==> src/rtl/skti_pkg.sv <==
// skti_pkg: shared types, op and status codes for the sorted key table
// used by skti_cell and sorted_key_table_insert; no dependencies
package skti_pkg;

  localparam logic [1:0] OP_CLEAR  = 2'd0;
  localparam logic [1:0] OP_LOOKUP = 2'd1;
  localparam logic [1:0] OP_READ   = 2'd2;

  localparam logic [2:0] ST_FOUND    = 3'd0;
  localparam logic [2:0] ST_INSERTED = 3'd1;
  localparam logic [2:0] ST_FULL     = 3'd2;
  localparam logic [2:0] ST_CLEARED  = 3'd3;
  localparam logic [2:0] ST_READ_OK  = 3'd4;
  localparam logic [2:0] ST_BAD_IDX  = 3'd5;

  typedef struct packed {
    logic [1:0]  op;
    logic [5:0]  read_index;
    logic [63:0] host_key;
    logic [31:0] window_start;
    logic [63:0] window_key;
    logic        window_kind;
    logic [63:0] cur_window_key;
    logic        cur_status;
    logic        cur_kind;
    logic [31:0] cur_start;
  } cmd_t;

  typedef struct packed {
    logic [2:0]  status;
    logic [5:0]  position;
    logic [6:0]  fill;
    logic [63:0] out_host_key;
    logic [31:0] out_window_start;
    logic [63:0] out_window_key;
    logic        out_window_kind;
    logic [63:0] out_cur_window_key;
    logic        out_cur_status;
    logic        out_cur_kind;
    logic [31:0] out_cur_start;
  } result_t;

  // one stored table entry
  typedef struct packed {
    logic [63:0] host_key;
    logic [31:0] window_start;
    logic [63:0] window_key;
    logic        window_kind;
    logic [63:0] cur_window_key;
    logic        cur_status;
    logic        cur_kind;
    logic [31:0] cur_start;
  } entry_t;

  typedef struct packed {
    logic capture;  // latch compare flags for a new transaction
    logic shift;    // insert: move entries up and write the new one
  } cell_ctl_t;

  typedef struct packed {
    logic below;    // stored key is below the searched key
    logic sel;      // this cell is the lower-bound position
    logic eq;       // stored key equals the searched key
    logic rd;       // this cell is addressed by read_index
  } cell_flag_t;

  function automatic entry_t cmd_entry(input cmd_t c);
    entry_t e;
    e.host_key       = c.host_key;
    e.window_start   = c.window_start;
    e.window_key     = c.window_key;
    e.window_kind    = c.window_kind;
    e.cur_window_key = c.cur_window_key;
    e.cur_status     = c.cur_status;
    e.cur_kind       = c.cur_kind;
    e.cur_start      = c.cur_start;
    return e;
  endfunction

endpackage

==> src/rtl/skti_cell.sv <==
// skti_cell: one table slot, holds an entry, compares it with the searched key
// and takes its left neighbor's entry on insert; depends on skti_pkg
module skti_cell #(
  parameter int IDX = 0
) (
  input  logic                   clk,
  input  skti_pkg::cmd_t         cmd,
  input  skti_pkg::entry_t       ins,
  input  skti_pkg::entry_t       left,
  input  logic                   left_below,
  input  logic                   valid,
  input  skti_pkg::cell_ctl_t    ctl,
  output skti_pkg::entry_t       entry,
  output skti_pkg::cell_flag_t   flag
);
  import skti_pkg::*;

  localparam logic [31:0] IDX_W = 32'(IDX);

  logic below;
  logic eq;
  logic rd;
  logic key_lt;
  logic key_eq;
  logic sel;

  assign key_lt = {entry.host_key, entry.window_start, entry.window_key}
                < {cmd.host_key, cmd.window_start, cmd.window_key};
  assign key_eq = {entry.host_key, entry.window_start, entry.window_key}
               == {cmd.host_key, cmd.window_start, cmd.window_key};

  // lower bound sits where the below run ends
  assign sel = left_below & ~below;

  always_ff @(posedge clk) begin
    if (ctl.capture) begin
      below <= valid & key_lt;
      eq    <= valid & key_eq;
      rd    <= valid & ({26'd0, cmd.read_index} == IDX_W);
    end
    if (ctl.shift) begin
      if (sel) begin
        entry <= ins;
      end else if (!below) begin
        entry <= left;
      end
    end
  end

  assign flag.below = below;
  assign flag.sel   = sel;
  assign flag.eq    = eq;
  assign flag.rd    = rd;

endmodule

==> config.mk <==
export PLATFORM = sky130hd
export DESIGN_NAME = skti_cell
export DESIGN_NICKNAME = d
export VERILOG_FILES = /design/src/rtl/skti_pkg.sv /design/src/rtl/skti_cell.sv
export SDC_FILE = /design/constraint.sdc
export NUM_CORES = 1
export LEC_CHECK = 0
export ABC_CLOCK_PERIOD_IN_PS = 31800
export BUFFER_PORTS_ARGS = -buffer_cell sky130_fd_sc_hd__buf_4
export CORE_AREA = 2 2 408 410
export DETAILED_ROUTE_END_ITERATION = 8
export DIE_AREA = 0 0 410 412
export PLACE_DENSITY = 0.3
export SLEW_MARGIN = 10
export SYNTH_ARGS = -nofsm -noshare
export SYNTH_HDL_FRONTEND = slang
export SYNTH_SLANG_ARGS = --single-unit
==> constraint.sdc <==
create_clock -name clk -period 31.8 [get_ports clk]
set_clock_uncertainty 0.05 [all_clocks]
set_input_delay 7.95 -clock clk [delete_from_list [all_inputs] [get_ports clk]]
set_output_delay 7.95 -clock clk [all_outputs]
set_load 0.01 [all_outputs]
==> flow_summary.html <==
<table>
<tr><th>Metric</th><th>Value</th></tr>
<tr><th colspan="2">Timing</th></tr>
<tr><td>RSZ-0062 raised after global routing</td><td>false</td></tr>
<tr><td>Max-slew violation count</td><td>0</td></tr>
<tr><td>Slew HR</td><td>0.0781</td></tr>
<tr><td>Worst Tran Pin Value</td><td>1370 ps</td></tr>
<tr><td>Final setup fails</td><td>0</td></tr>
<tr><td>Setup tns final</td><td>0 ps</td></tr>
<tr><td>Tmin final</td><td>16860 ps</td></tr>
<tr><td>Hold Fails Final Rpt</td><td>0</td></tr>
<tr><td>Post-route fraction of the period consumed by the critical path</td><td>0.530</td></tr>
<tr><td>Max Fclk</td><td>59.3 MHz</td></tr>
<tr><th colspan="2">Floorplan</th></tr>
<tr><td>Rows</td><td>approximately 150</td></tr>
<tr><td>Die Span Y</td><td>412 um</td></tr>
<tr><td>Core Footprint</td><td>around 160000 sq um</td></tr>
<tr><td>Die Area</td><td>169000 sq um</td></tr>
<tr><td>Width of the die</td><td>410 um</td></tr>
<tr><td>Initial core utilization</td><td>0.0915</td></tr>
<tr><td>Number of placed I/O pins</td><td>1053</td></tr>
<tr><th colspan="2">Logic synthesis</th></tr>
<tr><td>Synth warnings</td><td>0</td></tr>
<tr><td>Proportion of synthesized area in mux cells</td><td>0.194</td></tr>
<tr><td>Number of synthesized flops with an enable pin</td><td>roughly 260</td></tr>
<tr><td>Proportion of synthesized flip-flops having asynchronous set or reset</td><td>0</td></tr>
<tr><td>Synthesized-area fraction occupied by adder cells</td><td>0.133</td></tr>
<tr><td>Proportion of netlist area held by the largest area contributor</td><td>0.524</td></tr>
<tr><td>Net count of the mapped netlist</td><td>2084</td></tr>
<tr><td>Main combinational cell family by area after synthesis</td><td>multiplexers</td></tr>
<tr><td>Post-synthesis cell type count</td><td>38</td></tr>
<tr><td>Area fraction in and, or, nand and nor cells after synthesis</td><td>0.0481</td></tr>
<tr><td>Post-synth design cell area</td><td>15000 sq um</td></tr>
<tr><td>Fraction of the mapped netlist area in compound gates</td><td>0.0501</td></tr>
<tr><td>Post-Synth XOR/XNOR Area</td><td>0</td></tr>
<tr><td>Cells taking the most area after synthesis</td><td>sky130_fd_sc_hd__edfxtp_1 (52%), sky130_fd_sc_hd__mux2_2 (19%), sky130_fd_sc_hd__ha_1 (13%)</td></tr>
<tr><td>Synth Area per Inst</td><td>13.2 sq um</td></tr>
<tr><td>Portion of the post-synthesis area used by sequential elements</td><td>0.524</td></tr>
<tr><td>Post-Synthesis Cells</td><td>1134</td></tr>
<tr><td>Cell type with the largest total area after synthesis</td><td>sky130_fd_sc_hd__edfxtp_1</td></tr>
<tr><td>Register bit count reported by yosys</td><td>262</td></tr>
<tr><td>Synth Flop Type</td><td>sky130_fd_sc_hd__edfxtp_1</td></tr>
<tr><th colspan="2">Setup path</th></tr>
<tr><td>Endpoint of the worst-slack reg-to-reg timing path</td><td>below</td></tr>
<tr><td>Cell occurring most often along the worst timing path</td><td>sky130_fd_sc_hd__buf_4</td></tr>
<tr><td>Number of cell instances on the worst register-to-register path</td><td>7</td></tr>
<tr><td>Worst-path fanout max</td><td>31</td></tr>
<tr><td>R2R Path Start</td><td>entry[104]</td></tr>
<tr><td>Capturing element type of the critical path</td><td>output pin</td></tr>
<tr><td>Ordered list of cells on the worst path</td><td>buf_4 -&gt; nor2b_4 -&gt; buf_4 -&gt; buf_4</td></tr>
<tr><td>Largest stage delay on the critical path</td><td>~430 ps</td></tr>
<tr><td>CP Capture Point</td><td>flag[2]</td></tr>
<tr><td>Arrival @ worst endpoint</td><td>8860 ps</td></tr>
<tr><td>Crit-path slowest cell</td><td>sky130_fd_sc_hd__buf_4</td></tr>
<tr><td>Data required time of the critical path</td><td>23800 ps</td></tr>
<tr><td>Worst Setup SP</td><td>left_below</td></tr>
<tr><td>WS Path Type</td><td>input port to output pin</td></tr>
<tr><td>R2R Setup Slk</td><td>27660 ps</td></tr>
<tr><td>Setup crit start kind</td><td>input port</td></tr>
<tr><th colspan="2">Cells and area</th></tr>
<tr><td>FILL cells</td><td>18436</td></tr>
<tr><td>Final design area excluding fillers</td><td>26200 sq um</td></tr>
<tr><td>Layout Area Growth over Synthesis</td><td>74.1%</td></tr>
<tr><td>Area used by multi-input combinational logic</td><td>6420 sq um</td></tr>
<tr><td>Fraction of layout cells with a size suffix above 1</td><td>0.599</td></tr>
<tr><td>Sequential Area</td><td>7870 sq um</td></tr>
<tr><td>Nets@finish</td><td>roughly 3000</td></tr>
<tr><th colspan="2">Clocking</th></tr>
<tr><td>Number of gates resized after cts</td><td>0</td></tr>
<tr><td>Number of buffers created by CTS</td><td>42</td></tr>
<tr><td>Root cell of the clock tree</td><td>sky130_fd_sc_hd__clkbuf_16</td></tr>
<tr><td>Clock tree from TritonCTS</td><td>done</td></tr>
<tr><td>Worst-skew pair later-pin latency</td><td>600 ps</td></tr>
<tr><td>Clk sink count</td><td>262</td></tr>
<tr><td>CTS clk-pin slew, worst paths</td><td>50 ps</td></tr>
<tr><td>Post-CTS Hold Buffers</td><td>0</td></tr>
<tr><td>Clk buf depth</td><td>3</td></tr>
<tr><td># H-tree levels</td><td>2</td></tr>
<tr><td>Count of buffers added by post-CTS timing repair for setup</td><td>0</td></tr>
<tr><th colspan="2">Placement</th></tr>
<tr><td>GPL Wtd Cong</td><td>~0.78</td></tr>
<tr><td>Post-placement cell area</td><td>~25000 sq um</td></tr>
<tr><td>Number of input and output port buffers inserted</td><td>951</td></tr>
<tr><td>Half-perimeter wire length of the detailed placement result</td><td>85600 um</td></tr>
<tr><th colspan="2">Route</th></tr>
<tr><td>Count of vias placed by the detailed router</td><td>13096</td></tr>
<tr><td>Remaining design rule violation count</td><td>0</td></tr>
<tr><td>Vias per inst</td><td>a little over 3</td></tr>
<tr><td>Final antenna-violating net count</td><td>0</td></tr>
<tr><td>Post-detailed-route wirelength per cell</td><td>22.8 um</td></tr>
<tr><td>Iteration-0 DRC Markers</td><td>428</td></tr>
<tr><td>Drt pass-1 iters</td><td>4</td></tr>
<tr><td>Total Routed Length</td><td>98900 um</td></tr>
<tr><th colspan="2">Hold path</th></tr>
<tr><td>Min-Delay Path Class</td><td>register to register</td></tr>
<tr><th colspan="2">Global routing</th></tr>
<tr><td>Global router's overall resource usage</td><td>0.112</td></tr>
<tr><td>Vias in the first global route</td><td>13992</td></tr>
<tr><td>Global-route wire length before repair</td><td>126000 um</td></tr>
<tr><td>Total congestion overflow</td><td>0</td></tr>
<tr><td>Pin count of the biggest net entering global routing</td><td>138</td></tr>
<tr><td>Antenna violations before repair</td><td>57</td></tr>
<tr><th colspan="2">Pwr</th></tr>
<tr><td>Worst voltage drop across the vdd grid</td><td>0.0324 mV</td></tr>
<tr><td>Power per cell area</td><td>~42 nW/um^2</td></tr>
<tr><td>Standby leakage power</td><td>~11 nW</td></tr>
<tr><th colspan="2">Flow run</th></tr>
<tr><td>Number of max-cap violations</td><td>0</td></tr>
<tr><th colspan="2">Run status</th></tr>
<tr><td>Run status</td><td>complete, no violations</td></tr>
</table>
[cell usage in the layout (no fill, tap or decap), types with 3 or more instances in the layout]
cell	Yosys	final
sky130_fd_sc_hd__nor2_1	13	13
sky130_fd_sc_hd__inv_1	160	160
sky130_fd_sc_hd__nand3_1	29	29
sky130_fd_sc_hd__a21oi_1	64	64
sky130_fd_sc_hd__a21o_1	15	15
sky130_fd_sc_hd__edfxtp_1	262	262
sky130_fd_sc_hd__o211ai_1	3	3
sky130_fd_sc_hd__nand4_1	35	35
sky130_fd_sc_hd__clkbuf_1	13	10
sky130_fd_sc_hd__clkinv_2	0	5
sky130_fd_sc_hd__ha_1	160	160
sky130_fd_sc_hd__clkbuf_16	0	43
sky130_fd_sc_hd__and4_1	7	7
sky130_fd_sc_hd__clkinv_1	1	11
sky130_fd_sc_hd__diode_2	0	9
sky130_fd_sc_hd__a221o_1	5	5
sky130_fd_sc_hd__buf_4	4	961
sky130_fd_sc_hd__nor4_1	7	6
sky130_fd_sc_hd__nand2_1	27	27
sky130_fd_sc_hd__nor3_1	9	9
sky130_fd_sc_hd__a21boi_0	3	3
sky130_fd_sc_hd__a211oi_1	6	6
sky130_fd_sc_hd__o21ai_0	16	16
sky130_fd_sc_hd__mux2_2	259	259
[sequential cells by signal, summed over array words and instances, names as in the netlist]
signal and count:
below 1, entry 259, eq 1, rd 1
[cell families (layout without fill, tap and decap cells)]
logic type,count (synthesis),after routing
buffers and inverters,194,1195
AND/OR/NAND/NOR,136,136
multiplexers,259,259
other,0,9
adder cells (fa/ha/maj),160,160
flip-flops,262,262
AO/OA/AOI/OAI,123,123
[worst max-delay path: cells and delay by family]
family / cells / cell delay, ps
buffers and inverters: 3 / 730
and+or+nand+nor: 1 / 120
[cell usage after synthesis (all sizes together) (3+ instances only)]
cell,instances
nor3,9
mux2,259
a21o,15
a21boi,3
nor4,7
ha,160
o211ai,3
buf,20
inv,160
a221o,5
nand3,29
o21ai,17
and4,7
a21oi,65
nor2,13
nand2,27
nor2b,3
a2111oi,3
clkbuf,13
edfxtp,262
nand4,35
a211oi,6
[worst min path at each step]
stage	endpoint	from	slack, ps	cells after the start
2_1_floorplan	eq	entry[101]	820	3
3_3_place_gp	eq	entry[100]	980	5
3_5_place_dp	eq	entry[100]	990	5
4_1_cts	eq	entry[100]	1000	5
5_1_grt	eq	entry[100]	1060	5
6_report	eq	entry[100]	980	5
[area by class of cell]
| type | instances | area share |
|---|---|---|
| clock buffers | 53 | 0.0426 |
| well taps | 2189 | 0.105 |
| flip-flops and latches | 262 | 0.301 |
| diodes | 9 | 0.000861 |
| clock inverters | 19 | 0.00593 |
| inverters | 161 | 0.0231 |
| multi-input cells | 678 | 0.245 |
| repair buffers | 962 | 0.277 |
[report_power, final]
| group | internal [mW] | total, mW | leakage (nW) | switching [mW] |
|---|---|---|---|---|
| registers | 0.412 | 0.426 | 2.48 | 0.0147 |
| logic | 0.127 | 0.233 | 8.18 | 0.105 |
| clock network | 0.262 | 0.450 | 0.619 | 0.189 |
[metal layers]
layer  track usage  wire, um  share of wire
met1         0.122     37400           0.38
met2         0.200     50100           0.51
met3        0.0452      9080          0.092
met4        0.0269      2300          0.023
met5             0        92        0.00093
[metrics by stage]
stage          setup WS, ps  hold WS (ps)  std cells  power (mW)  utilization
6_report              14940           984       4333        1.11        0.159
5_1_grt               14860          1060       4326        1.17        0.159
4_1_cts               14890          1000       4324        1.15        0.159
3_5_place_dp          14890           992       4252       0.673        0.151
3_3_place_gp          14900           982       4252       0.674        0.151
2_1_floorplan         11740           825       1134       0.528            -
Power figures use the tool's default switching activity.
